File: src/owm_pkg.sv
// Shared types and constants for the single-wire bus master.
// Used by owm_cfg_regs, owm_core and one_wire_bus_master_top; no dependencies.
package owm_pkg;

  localparam int TIMING_BITS    = 10;
  localparam int NUM_REGS       = 8;
  localparam int REG_IDX_BITS   = 3;
  localparam int CFG_INDEX_BITS = 8;
  localparam int BITS_PER_BYTE  = 8;
  localparam int BIT_IDX_BITS   = 3;

  // Timing register indexes
  localparam logic [REG_IDX_BITS-1:0] REG_RESET_LOW     = 3'd0;
  localparam logic [REG_IDX_BITS-1:0] REG_PRESENCE_WAIT = 3'd1;
  localparam logic [REG_IDX_BITS-1:0] REG_RESET_TAIL    = 3'd2;
  localparam logic [REG_IDX_BITS-1:0] REG_WR1_LOW       = 3'd3;
  localparam logic [REG_IDX_BITS-1:0] REG_WR1_RELEASE   = 3'd4;
  localparam logic [REG_IDX_BITS-1:0] REG_WR0_LOW       = 3'd5;
  localparam logic [REG_IDX_BITS-1:0] REG_READ_LOW      = 3'd6;
  localparam logic [REG_IDX_BITS-1:0] REG_READ_TAIL     = 3'd7;

  // Input kind codes
  localparam logic [1:0] KIND_TICK  = 2'd0;
  localparam logic [1:0] KIND_RESET = 2'd1;
  localparam logic [1:0] KIND_WRITE = 2'd2;
  localparam logic [1:0] KIND_READ  = 2'd3;

  typedef logic [NUM_REGS-1:0][TIMING_BITS-1:0] timing_regs_t;

  // Reset values, entry 0 in the lowest bits
  localparam timing_regs_t REG_DEFAULTS = {
    10'd60, 10'd2, 10'd50, 10'd50, 10'd1, 10'd400, 10'd80, 10'd480
  };

  typedef struct packed {
    logic [1:0]               kind;
    logic [BITS_PER_BYTE-1:0] write_byte;
    logic                     line_level;
  } in_item_t;

  typedef struct packed {
    logic                     drive_low;
    logic                     busy_res;
    logic                     done_res;
    logic                     presence_seen;
    logic [BITS_PER_BYTE-1:0] read_result;
    logic                     rejected;
  } res_item_t;

  // A zero timing value counts as one tick
  function automatic logic [TIMING_BITS-1:0] eff_timing(input logic [TIMING_BITS-1:0] v);
    return (v == '0) ? TIMING_BITS'(1) : v;
  endfunction

endpackage

File: src/one_wire_bus_master_top.sv
// Single-wire bus master: one input word per tick gives one result word.
// An input word is held in the input register, and its result word in the result register.
// Throughput: one word per cycle while m_tready allows; owm_core takes one tick per advance.
// Reset (rst, synchronous, active high) loads default timings, idles the sequencer
// and clears presence; both pipeline registers come up empty.
// Depends on owm_pkg, owm_cfg_regs and owm_core.
module one_wire_bus_master_top (
  input  logic                                clk,
  input  logic                                rst,
  // Input stream
  input  logic                                s_tvalid,
  output logic                                s_tready,
  input  logic [15:0]                         s_tdata,   // [7:0] write_byte, [8] line_level
  input  logic [1:0]                          s_tuser,   // [1:0] kind
  // Result stream
  output logic                                m_tvalid,
  input  logic                                m_tready,
  output logic [15:0]                         m_tdata,   // [0] drive_low, [1] busy_res,
                                                         // [2] done_res, [3] presence_seen,
                                                         // [11:4] read_result, [12] rejected
  // Configuration write channel
  input  logic                                cfg_valid,
  output logic                                cfg_ready,
  input  logic [owm_pkg::CFG_INDEX_BITS-1:0]  cfg_index,
  input  logic [owm_pkg::TIMING_BITS-1:0]     cfg_data
);
  import owm_pkg::*;

  logic         in_valid;
  in_item_t     in_item;
  logic         advance;
  res_item_t    core_res;
  res_item_t    out_res;
  timing_regs_t timing_regs;

  assign cfg_ready = 1'b1;

  owm_cfg_regs u_cfg (
    .clk         (clk),
    .rst         (rst),
    .cfg_valid   (cfg_valid),
    .cfg_index   (cfg_index),
    .cfg_data    (cfg_data),
    .timing_regs (timing_regs)
  );

  // Move a word forward when the result register is free or being drained
  assign advance  = in_valid && (!m_tvalid || m_tready);
  assign s_tready = !in_valid || advance;

  // Input register
  always_ff @(posedge clk) begin
    if (rst) begin
      in_valid <= 1'b0;
    end else if (s_tready) begin
      in_valid <= s_tvalid;
    end
  end

  always_ff @(posedge clk) begin
    if (s_tready && s_tvalid) begin
      in_item.kind       <= s_tuser;
      in_item.write_byte <= s_tdata[7:0];
      in_item.line_level <= s_tdata[8];
    end
  end

  owm_core u_core (
    .clk         (clk),
    .rst         (rst),
    .advance     (advance),
    .item        (in_item),
    .timing_regs (timing_regs),
    .result      (core_res)
  );

  // Result register
  always_ff @(posedge clk) begin
    if (rst) begin
      m_tvalid <= 1'b0;
    end else if (advance) begin
      m_tvalid <= 1'b1;
    end else if (m_tready) begin
      m_tvalid <= 1'b0;
    end
  end

  always_ff @(posedge clk) begin
    if (advance) begin
      out_res <= core_res;
    end
  end

  assign m_tdata = {3'b000, out_res.rejected, out_res.read_result, out_res.presence_seen,
                    out_res.done_res, out_res.busy_res, out_res.drive_low};

endmodule

File: src/owm_cfg_regs.sv
// Timing register file for the single-wire bus master.
// Depends on owm_pkg.
module owm_cfg_regs (
  input  logic                                clk,
  input  logic                                rst,
  input  logic                                cfg_valid,
  input  logic [owm_pkg::CFG_INDEX_BITS-1:0]  cfg_index,
  input  logic [owm_pkg::TIMING_BITS-1:0]     cfg_data,
  output owm_pkg::timing_regs_t               timing_regs
);
  import owm_pkg::*;

  // Load defaults on reset, write in-range indexes only
  always_ff @(posedge clk) begin
    if (rst) begin
      timing_regs <= REG_DEFAULTS;
    end else if (cfg_valid && (cfg_index < CFG_INDEX_BITS'(NUM_REGS))) begin
      timing_regs[cfg_index[REG_IDX_BITS-1:0]] <= cfg_data;
    end
  end

endmodule

File: src/owm_core.sv
// Phase sequencer of the single-wire bus master: one tick per advance.
// Depends on owm_pkg.
module owm_core (
  input  logic                   clk,
  input  logic                   rst,
  input  logic                   advance,
  input  owm_pkg::in_item_t      item,
  input  owm_pkg::timing_regs_t  timing_regs,
  output owm_pkg::res_item_t     result
);
  import owm_pkg::*;

  localparam logic [3:0] PH_IDLE      = 4'd0;
  localparam logic [3:0] PH_RST_LOW   = 4'd1;
  localparam logic [3:0] PH_RST_WAIT  = 4'd2;
  localparam logic [3:0] PH_RST_TAIL  = 4'd3;
  localparam logic [3:0] PH_WR_LOW    = 4'd4;
  localparam logic [3:0] PH_WR_REL    = 4'd5;
  localparam logic [3:0] PH_RD_LOW    = 4'd6;
  localparam logic [3:0] PH_RD_SAMPLE = 4'd7;
  localparam logic [3:0] PH_RD_TAIL   = 4'd8;

  localparam logic [1:0] OP_NONE  = 2'd0;
  localparam logic [1:0] OP_RESET = 2'd1;
  localparam logic [1:0] OP_WRITE = 2'd2;
  localparam logic [1:0] OP_READ  = 2'd3;

  localparam logic [BIT_IDX_BITS-1:0] LAST_BIT = BIT_IDX_BITS'(BITS_PER_BYTE - 1);

  logic [3:0]               phase, phase_next, e_phase;
  logic [1:0]               operation, operation_next, e_op;
  logic [TIMING_BITS-1:0]   tick_count, tick_count_next, e_tick;
  logic [BIT_IDX_BITS-1:0]  bit_index, bit_index_next, e_bit;
  logic [BITS_PER_BYTE-1:0] shift_byte, shift_byte_next, e_shift;
  logic                     presence_flag, presence_flag_next;
  logic [TIMING_BITS-1:0]   len;
  logic                     cur_bit;
  logic                     phase_end;
  logic                     finish;

  // Start a new operation on the same tick, or go on with the current one
  always_comb begin
    e_phase = phase;
    e_op    = operation;
    e_tick  = tick_count;
    e_bit   = bit_index;
    e_shift = shift_byte;
    if (phase == PH_IDLE && item.kind != KIND_TICK) begin
      e_tick = '0;
      e_bit  = '0;
      case (item.kind)
        KIND_RESET: begin
          e_op    = OP_RESET;
          e_phase = PH_RST_LOW;
        end
        KIND_WRITE: begin
          e_op    = OP_WRITE;
          e_phase = PH_WR_LOW;
          e_shift = item.write_byte;
        end
        default: begin
          e_op    = OP_READ;
          e_phase = PH_RD_LOW;
          e_shift = '0;
        end
      endcase
    end
  end

  // Length of the running phase
  assign cur_bit = e_shift[e_bit];

  always_comb begin
    case (e_phase)
      PH_RST_LOW:  len = eff_timing(timing_regs[REG_RESET_LOW]);
      PH_RST_WAIT: len = eff_timing(timing_regs[REG_PRESENCE_WAIT]);
      PH_RST_TAIL: len = eff_timing(timing_regs[REG_RESET_TAIL]);
      PH_WR_LOW:   len = cur_bit ? eff_timing(timing_regs[REG_WR1_LOW])
                                 : eff_timing(timing_regs[REG_WR0_LOW]);
      PH_WR_REL:   len = cur_bit ? eff_timing(timing_regs[REG_WR1_RELEASE])
                                 : TIMING_BITS'(1);
      PH_RD_LOW:   len = eff_timing(timing_regs[REG_READ_LOW]);
      PH_RD_TAIL:  len = eff_timing(timing_regs[REG_READ_TAIL]);
      default:     len = TIMING_BITS'(1);
    endcase
  end

  assign phase_end = ({1'b0, e_tick} + (TIMING_BITS+1)'(1)) >= {1'b0, len};

  // Advance the phase, sample the bus and build the result
  always_comb begin
    phase_next         = e_phase;
    operation_next     = e_op;
    tick_count_next    = e_tick;
    bit_index_next     = e_bit;
    shift_byte_next    = e_shift;
    presence_flag_next = presence_flag;
    finish             = 1'b0;

    result               = '0;
    result.rejected      = (item.kind != KIND_TICK) && (phase != PH_IDLE);

    if (e_phase != PH_IDLE) begin
      result.busy_res  = 1'b1;
      result.drive_low = (e_phase == PH_RST_LOW) || (e_phase == PH_WR_LOW) ||
                         (e_phase == PH_RD_LOW);

      if (e_phase == PH_RST_TAIL && e_tick == '0) begin
        presence_flag_next = ~item.line_level;
      end
      if (e_phase == PH_RD_SAMPLE) begin
        shift_byte_next = e_shift | (BITS_PER_BYTE'(item.line_level) << e_bit);
      end

      if (phase_end) begin
        tick_count_next = '0;
        case (e_phase)
          PH_RST_LOW:   phase_next = PH_RST_WAIT;
          PH_RST_WAIT:  phase_next = PH_RST_TAIL;
          PH_RST_TAIL:  finish = 1'b1;
          PH_WR_LOW:    phase_next = PH_WR_REL;
          PH_WR_REL: begin
            if (e_bit == LAST_BIT) begin
              finish = 1'b1;
            end else begin
              bit_index_next = e_bit + 1'b1;
              phase_next     = PH_WR_LOW;
            end
          end
          PH_RD_LOW:    phase_next = PH_RD_SAMPLE;
          PH_RD_SAMPLE: phase_next = PH_RD_TAIL;
          PH_RD_TAIL: begin
            if (e_bit == LAST_BIT) begin
              finish = 1'b1;
            end else begin
              bit_index_next = e_bit + 1'b1;
              phase_next     = PH_RD_LOW;
            end
          end
          default:      finish = 1'b1;
        endcase
      end else begin
        tick_count_next = e_tick + 1'b1;
      end

      if (finish) begin
        result.done_res = 1'b1;
        if (e_op == OP_READ) begin
          result.read_result = shift_byte_next;
        end
        phase_next      = PH_IDLE;
        operation_next  = OP_NONE;
        tick_count_next = '0;
        bit_index_next  = '0;
      end
    end

    result.presence_seen = presence_flag_next;
  end

  // Hold state between ticks, update on each advance
  always_ff @(posedge clk) begin
    if (rst) begin
      phase         <= PH_IDLE;
      operation     <= OP_NONE;
      tick_count    <= '0;
      bit_index     <= '0;
      shift_byte    <= '0;
      presence_flag <= 1'b0;
    end else if (advance) begin
      phase         <= phase_next;
      operation     <= operation_next;
      tick_count    <= tick_count_next;
      bit_index     <= bit_index_next;
      shift_byte    <= shift_byte_next;
      presence_flag <= presence_flag_next;
    end
  end

endmodule

File: config.mk
export PLATFORM = sky130hd
export DESIGN_NAME = one_wire_bus_master_top
export DESIGN_NICKNAME = d
export VERILOG_FILES = /design/src/owm_pkg.sv /design/src/one_wire_bus_master_top.sv /design/src/owm_cfg_regs.sv /design/src/owm_core.sv
export SDC_FILE = /design/constraint.sdc
export NUM_CORES = 1
export LEC_CHECK = 0
export ABC_AREA = 1
export ABC_CLOCK_PERIOD_IN_PS = 5700
export BUFFER_PORTS_ARGS = -buffer_cell sky130_fd_sc_hd__buf_2
export CORE_AREA = 2 2 136 99
export CTS_CLUSTER_DIAMETER = 150
export DETAILED_ROUTE_END_ITERATION = 7
export DIE_AREA = 0 0 138 101
export PLACE_DENSITY = 0.77
export SLEW_MARGIN = 10
export SYNTH_ARGS = -nofsm -noshare
export SYNTH_HDL_FRONTEND = slang
export SYNTH_SLANG_ARGS = --single-unit
File: constraint.sdc
create_clock -name clk -period 5.7 [get_ports clk]
set_input_delay 0.285 -clock clk [delete_from_list [all_inputs] [get_ports clk]]
set_output_delay 0.285 -clock clk [all_outputs]
set_load 0.01 [all_outputs]
* After elaboration in Yosys (flattened, before gate mapping) *
Index checks and enable logic that the tools add are counted.
Widths: inputs -> output; s select.

storage, ports and cells
  register bits after elaboration = 134
  bits in latches = 0
  RAM bits = 0
  bits in read-only memories = 0
  input bits = 41
  output and inout bits = 19
  logic and storage cells = 130
  memories = 0

operators by class
  add/subtract/negate cells = 3
  multipliers = 0
  div/mod/pow operators = 0
  order comparisons = 5
  equal/unequal tests = 12
  shift operators = 1
  muxes and demuxes = 52
  bitwise operators = 2
  reduce and logical (&&, ||, !) cells = 30

operators with widths
  operator               count
  $mux 10                15
  $logic_not 10->1       9
  $bwmux 80              1
  $pmux 10 s7            1
  $demux 10 s3           1
  $pmux 4 s7             1
  $mux 4                 6
  $mux 8                 3
  $mux 3                 6
  $eq 4x3->1 const B     4
  $pmux 8 s2             1
  $add 10x1->11 const B  1
  $ge 11x10->1           1
  $add 10x1->10 const B  1
  $mux 1                 9
  $eq 4x2->1 const B     2
  $lt 3x4->1 const B     2
  $lt 8x4->1 const B     1
  $mux 2                 4
  $or 8x8->8             1
  $reduce_bool 4->1      2
  $shl 1x3->8            1
  $logic_and 1x1->1      7
  $pmux 3 s2             1
  other kinds (18)       24

* Logic depth before layout (Yosys ltp) *
  word-level depth = 12
  mapped depth = 35
  mapped depth without buffers = 32

* Cells and area by module *
From an unflattened synthesis, not the netlist that was laid out.

second synthesis, totals
  cell total of the unflattened synthesis = 1112
  area total of the unflattened synthesis = 7753.7 um^2

modules (own cells, without submodules)
  module                   instances  cells an instance  area an instance (um^2)  seq. area each (um^2)
  owm_core                 1          628                3741.1                   560.5
  owm_cfg_regs             1          442                3163.0                   1601.5
  one_wire_bus_master_top  1          42                 849.6                    760.7

* Worst setup path after synthesis *
Ideal clock, no wire load.

  path type = reg-to-reg
  from = register in_item[9] (netlist name)
  to = register out_res, in the netlist m_tdata[10] (data pin)
  setup time = 0.146 ns
  arrival = 3.332 ns
  data required time = 5.554 ns
  setup slack = 2.222 ns
  cell stages (with the launch flop) = 28
  buffers on the path = 3
  clock period less this slack = 3.478 ns
  cells stage by stage = edfxtp_1 -> inv_1 -> ha_1 -> inv_2 -> nand3_4 -> buf_6 -> buf_8 -> buf_6 -> nand2_1 -> inv_1 -> ha_1 -> nand3_2 -> nor2_2 -> nand2_1 -> xor2_1 -> ha_1 -> nand2_1 -> a21oi_1 -> nor2_1 -> nand2_1 -> nand2_1 -> nand2_1 -> nand2_1 -> nand2_1 -> nand4_2 -> inv_2 -> nand3_4 -> a21oi_1

between the ends
  longest elaborated chain between the ends = 11
  elaborated cells between the ends (all ways) = 40
  those cells by class = add/sub: 1; order compare: 1; eq/ne: 12; shift: 1; mux: 18; bitwise: 1; reduce/logical: 6

ends and longest elaborated chain
  what                                                    RTL line                        source
  start, declared                                         one_wire_bus_master_top.sv:30   in_item_t in_item;
  $eq 2x2->1 (tied with other cells)                      owm_core.sv:51                  case (item.kind)
  $pmux 8 s2 / $logic_and 1x1->1 (equally long branches)  owm_core.sv:51, owm_core.sv:48
  $mux 8 / $mux 3 (equally long branches)                 owm_core.sv:48                  if (phase == PH_IDLE && item.kind != KIND_TICK) begin
  $bmux 1 s3                                              owm_core.sv:71                  assign cur_bit = e_shift[e_bit];
  $mux 1 (not written as such)                            owm_core.sv:71
  $mux 10 (on tied branches)                              owm_core.sv:80, owm_core.sv:78
  $pmux 10 s7                                             owm_core.sv:74                  case (e_phase)
  $ge 11x10->1                                            owm_core.sv:88                  assign phase_end = ({1'b0, e_tick} + (TIMING_BITS+1)'(1)) >= {1'b0, len};
  $mux 1                                                  owm_core.sv:115                 if (phase_end) begin
  $mux 1                                                  owm_core.sv:103                 if (e_phase != PH_IDLE) begin
  $reduce_and 3->1 (no source line)                       -
  end signal, assigned                                    one_wire_bus_master_top.sv:90   out_res <= core_res;
  end, declared                                           one_wire_bus_master_top.sv:33   res_item_t out_res;

Several ways; a longest one is shown, not always the timed one. The select of a mux whose other input is x is not followed.
A chain may end at the register's enable or synchronous reset.

* Final worst setup path *
  from = register in_item[9] (netlist name)
  to = register out_res, in the netlist m_tdata[6] (data pin)

The elaborated chain is that of the path after synthesis.

==> reports/results.txt <==
Status: finished clean
Max-cap viol count: 0
Primary FF master, synth: dfxtp_1
Critical path class: flip-flop to flip-flop
Crit start category: flip-flop
Peak Freq: 205.7 MHz
Synthesized area per cell: 7.040 µm²
Hold Path Sink: in_item[4]
Setup TNS Final: 0 ns
I/O pin count: 60
Area leader, netlist: dfxtp_1
FFs w/ async S/R, synth: 0%
Detailed Routing Iterations Pass 1: 6
H-Tree Depth: 4
Number of buffers added for setup after CTS: 0
CTS buffer count: 17
RSZ-0062 raised after global routing: false
Die area: 13940 µm²
Relative slew slack: 23.37%
Most numerous cell in the Yosys netlist: nand2_1
Worst Clk Skew: 0.01487 ns
Register area share after synthesis: 40.70%
Synth unique cells: 39
Power Density: 529.3 nW/µm²
WL final: 19340 µm
Clock sinks: 134
Reg2reg path depth: 27
Setup WS pre-CTS: 1.050 ns
CTS tree: done
Synth top area cells: dfxtp_1 (31%), nand2_1 (11%), edfxtp_1 (10%), o21ai_0 (7.9%), nor2_1 (6.5%)
Clock transition at path regs: 0.06 ns
M3 GR Usage: 7.126%
Via count: 6939
RD Place Congestion: 0.9398
Initial drt markers: 857
Initial antenna violation count: 0
Hold depth: 1
Post-synth EDFFs: 24
Pleak: 0.003668 µW
Clk Latency, worst-skew pair: 0.42 ns
Initial core utilization: 56.54%
Max-slew violations: 0
Total core area: 12700 µm²
First-pass GRT wire length: 31110 µm
Chip Width: 138 µm
Worst-margin pin slew: 1.147 ns
Area growth from synthesis to layout: 11.41%
Worst hold path type: primary input to flip-flop
Post-synth top cells: nand2_1 (217), nor2_1 (125), inv_1 (114)
Nets@finish: 1111
Hold path start: s_tdata[3]
Final worst path period share: 85.31%
Crit path capture type: flip-flop
Routed Antenna Nets: 0
Global Route Usage Sum: 27.90%
Root Buffer: clkbuf_16
Setup violations, final: 0
Global Route met2 Usage: 40.90%
Number of diodes: 0
Hold-fix buffers, CTS: 0
FILL cells: 1139
Largest net degree at the start of global routing: 82
Yosys reg bits: 134
Gates resized, CTS repair: 0
Fin crit period: 4.862 ns
Input/output buffers: 48
Post-synthesis cell count: 1020
DRC viols: 0
Worst Path Arrival: 5.11 ns
Routed wire per std cell: 15.71 µm
Number of global-route vias before repair: 6065
Rows: 35
Via density: 5.637
Maximum VDD drop: 0.3166 mV
Fin. Hold Viols: 0
Tot Pwr: 4234 µW
Worst-path fanout max: 24
WP data required: 5.94 ns
Synthesized area: 7181 µm²
Min setup slack post-route: 0.8376 ns
DP HPWL: 13480 µm
FF-to-FF Start: in_item[9]
Layout cells sized above 1: 11.74%
Top-area cell type share of the netlist area: 30.67%
Yosys Warn Count: 0
Chip height: 101 µm
Worst R2R End: m_tdata[6]
Grt ovf: 0
Worst Setup SP: in_item[9]
Reg2Reg Setup Slack: 0.84 ns
Clock buffer depth: 2
Met1 Use GR: 41.40%
Most Crowded Layer GR: met1
[cell usage in the layout (no fill, tap or decap), drive strengths merged, types with 7 or more instances in the layout]
master  synthesis  routed
a21oi          85      85
a31oi           7       7
buf            19      51
clkbuf         21      19
dfxtp         110     110
edfxtp         24      24
ha             18      18
inv           122     130
nand2         230     230
nand3          57      57
nand4          14      14
nor2          134     134
nor3            7       7
nor4           14      14
o211ai          9       9
o21ai         122     122
o22ai          11      11
[routing by layer]
layer,vias to the layer above,share of wire (%),wire (µm)
met5,-,0,0
met4,0,0.58,113
met3,14,10,1975
met2,304,41,7941
met1,3190,48,9306
li1,3431,-,-
[power by group]
part,switching (µW),internal [µW]
Clock,440,605
Sequential,45.0,1040
Combinational,1530,572
[registers in the layout, summed over array words and instances (netlist names)]
name / cells
m_tvalid: 1
u_core.phase: 4
u_core.tick_count: 10
in_item: 11
u_core.operation: 2
u_cfg.timing_regs: 80
u_core.shift_byte: 8
in_valid: 1
m_tdata: 13
u_core.bit_index: 3
u_core.presence_flag: 1
[critical path, stage by stage (launching register included)]
cell and delay [ns]:
edfxtp_1 0.42, inv_1 0.12, ha_1 0.33, inv_2 0.11, nand3_4 0.17, buf_4 0.33
nand2_1 0.10, o21ai_0 0.23, nand2_1 0.09, nand2_1 0.09, nand2_1 0.06, nand3_2 0.11
nand2_2 0.20, o21ai_0 0.34, nor2_1 0.09, ha_1 0.28, nand2_1 0.07, nor2_1 0.11
nand2_1 0.06, nand2_1 0.07, nand2_1 0.05, nand2_1 0.06, nand2_1 0.10, nand2_1 0.32
nand4_2 0.26, inv_2 0.14, nand3_4 0.12, a21oi_1 0.24
[worst max-delay path by stage]
stage / end / slack [ns] / depth (start not counted)
after CTS: m_tdata[6] / 0.96 / 27
after global routing: m_tdata[6] / 0.44 / 27
after floorplan: m_tdata[10] / 2.22 / 27
final: m_tdata[6] / 0.84 / 27
after detailed placement: m_tdata[6] / 1.05 / 29
after global placement: m_tdata[6] / 1.14 / 29
[final cells by class]
cell class | count | area [µm²] | area share [%]
clock buffers | 19 | 432.9 | 5.411
multi-input cells | 721 | 3576 | 44.70
well taps | 166 | 207.7 | 2.596
clock inverters | 13 | 120.1 | 1.501
repair buffers | 51 | 262.8 | 3.284
flip-flops and latches | 134 | 2923 | 36.53
inverters | 127 | 478.0 | 5.974
[cell families after synthesis]
group | share of synthesized area [%]
other | 0.1046
buffers and inverters | 9.601
adders and majority gates | 3.136
DFF | 40.70
xor gates and xnor gates | 0.8364
and+or+nand+nor | 28.32
AOI/OAI and AO/OA | 17.30
[per-stage QoR]
step / std cells / instance area (µm²) / util (%) / hold WS, ns
floorplan: 1022 / 7188 / - / 0.3839
global placement: 1199 / 7447 / 58.64 / 0.4542
detailed placement: 1199 / 7447 / 58.64 / 0.4611
CTS: 1231 / 8000 / 63.00 / 0.02758
global route: 1231 / 8000 / 63.00 / 0.02573
finish: 1231 / 8000 / 63.00 / 0.03678
(Power assumes the default switching activity.)
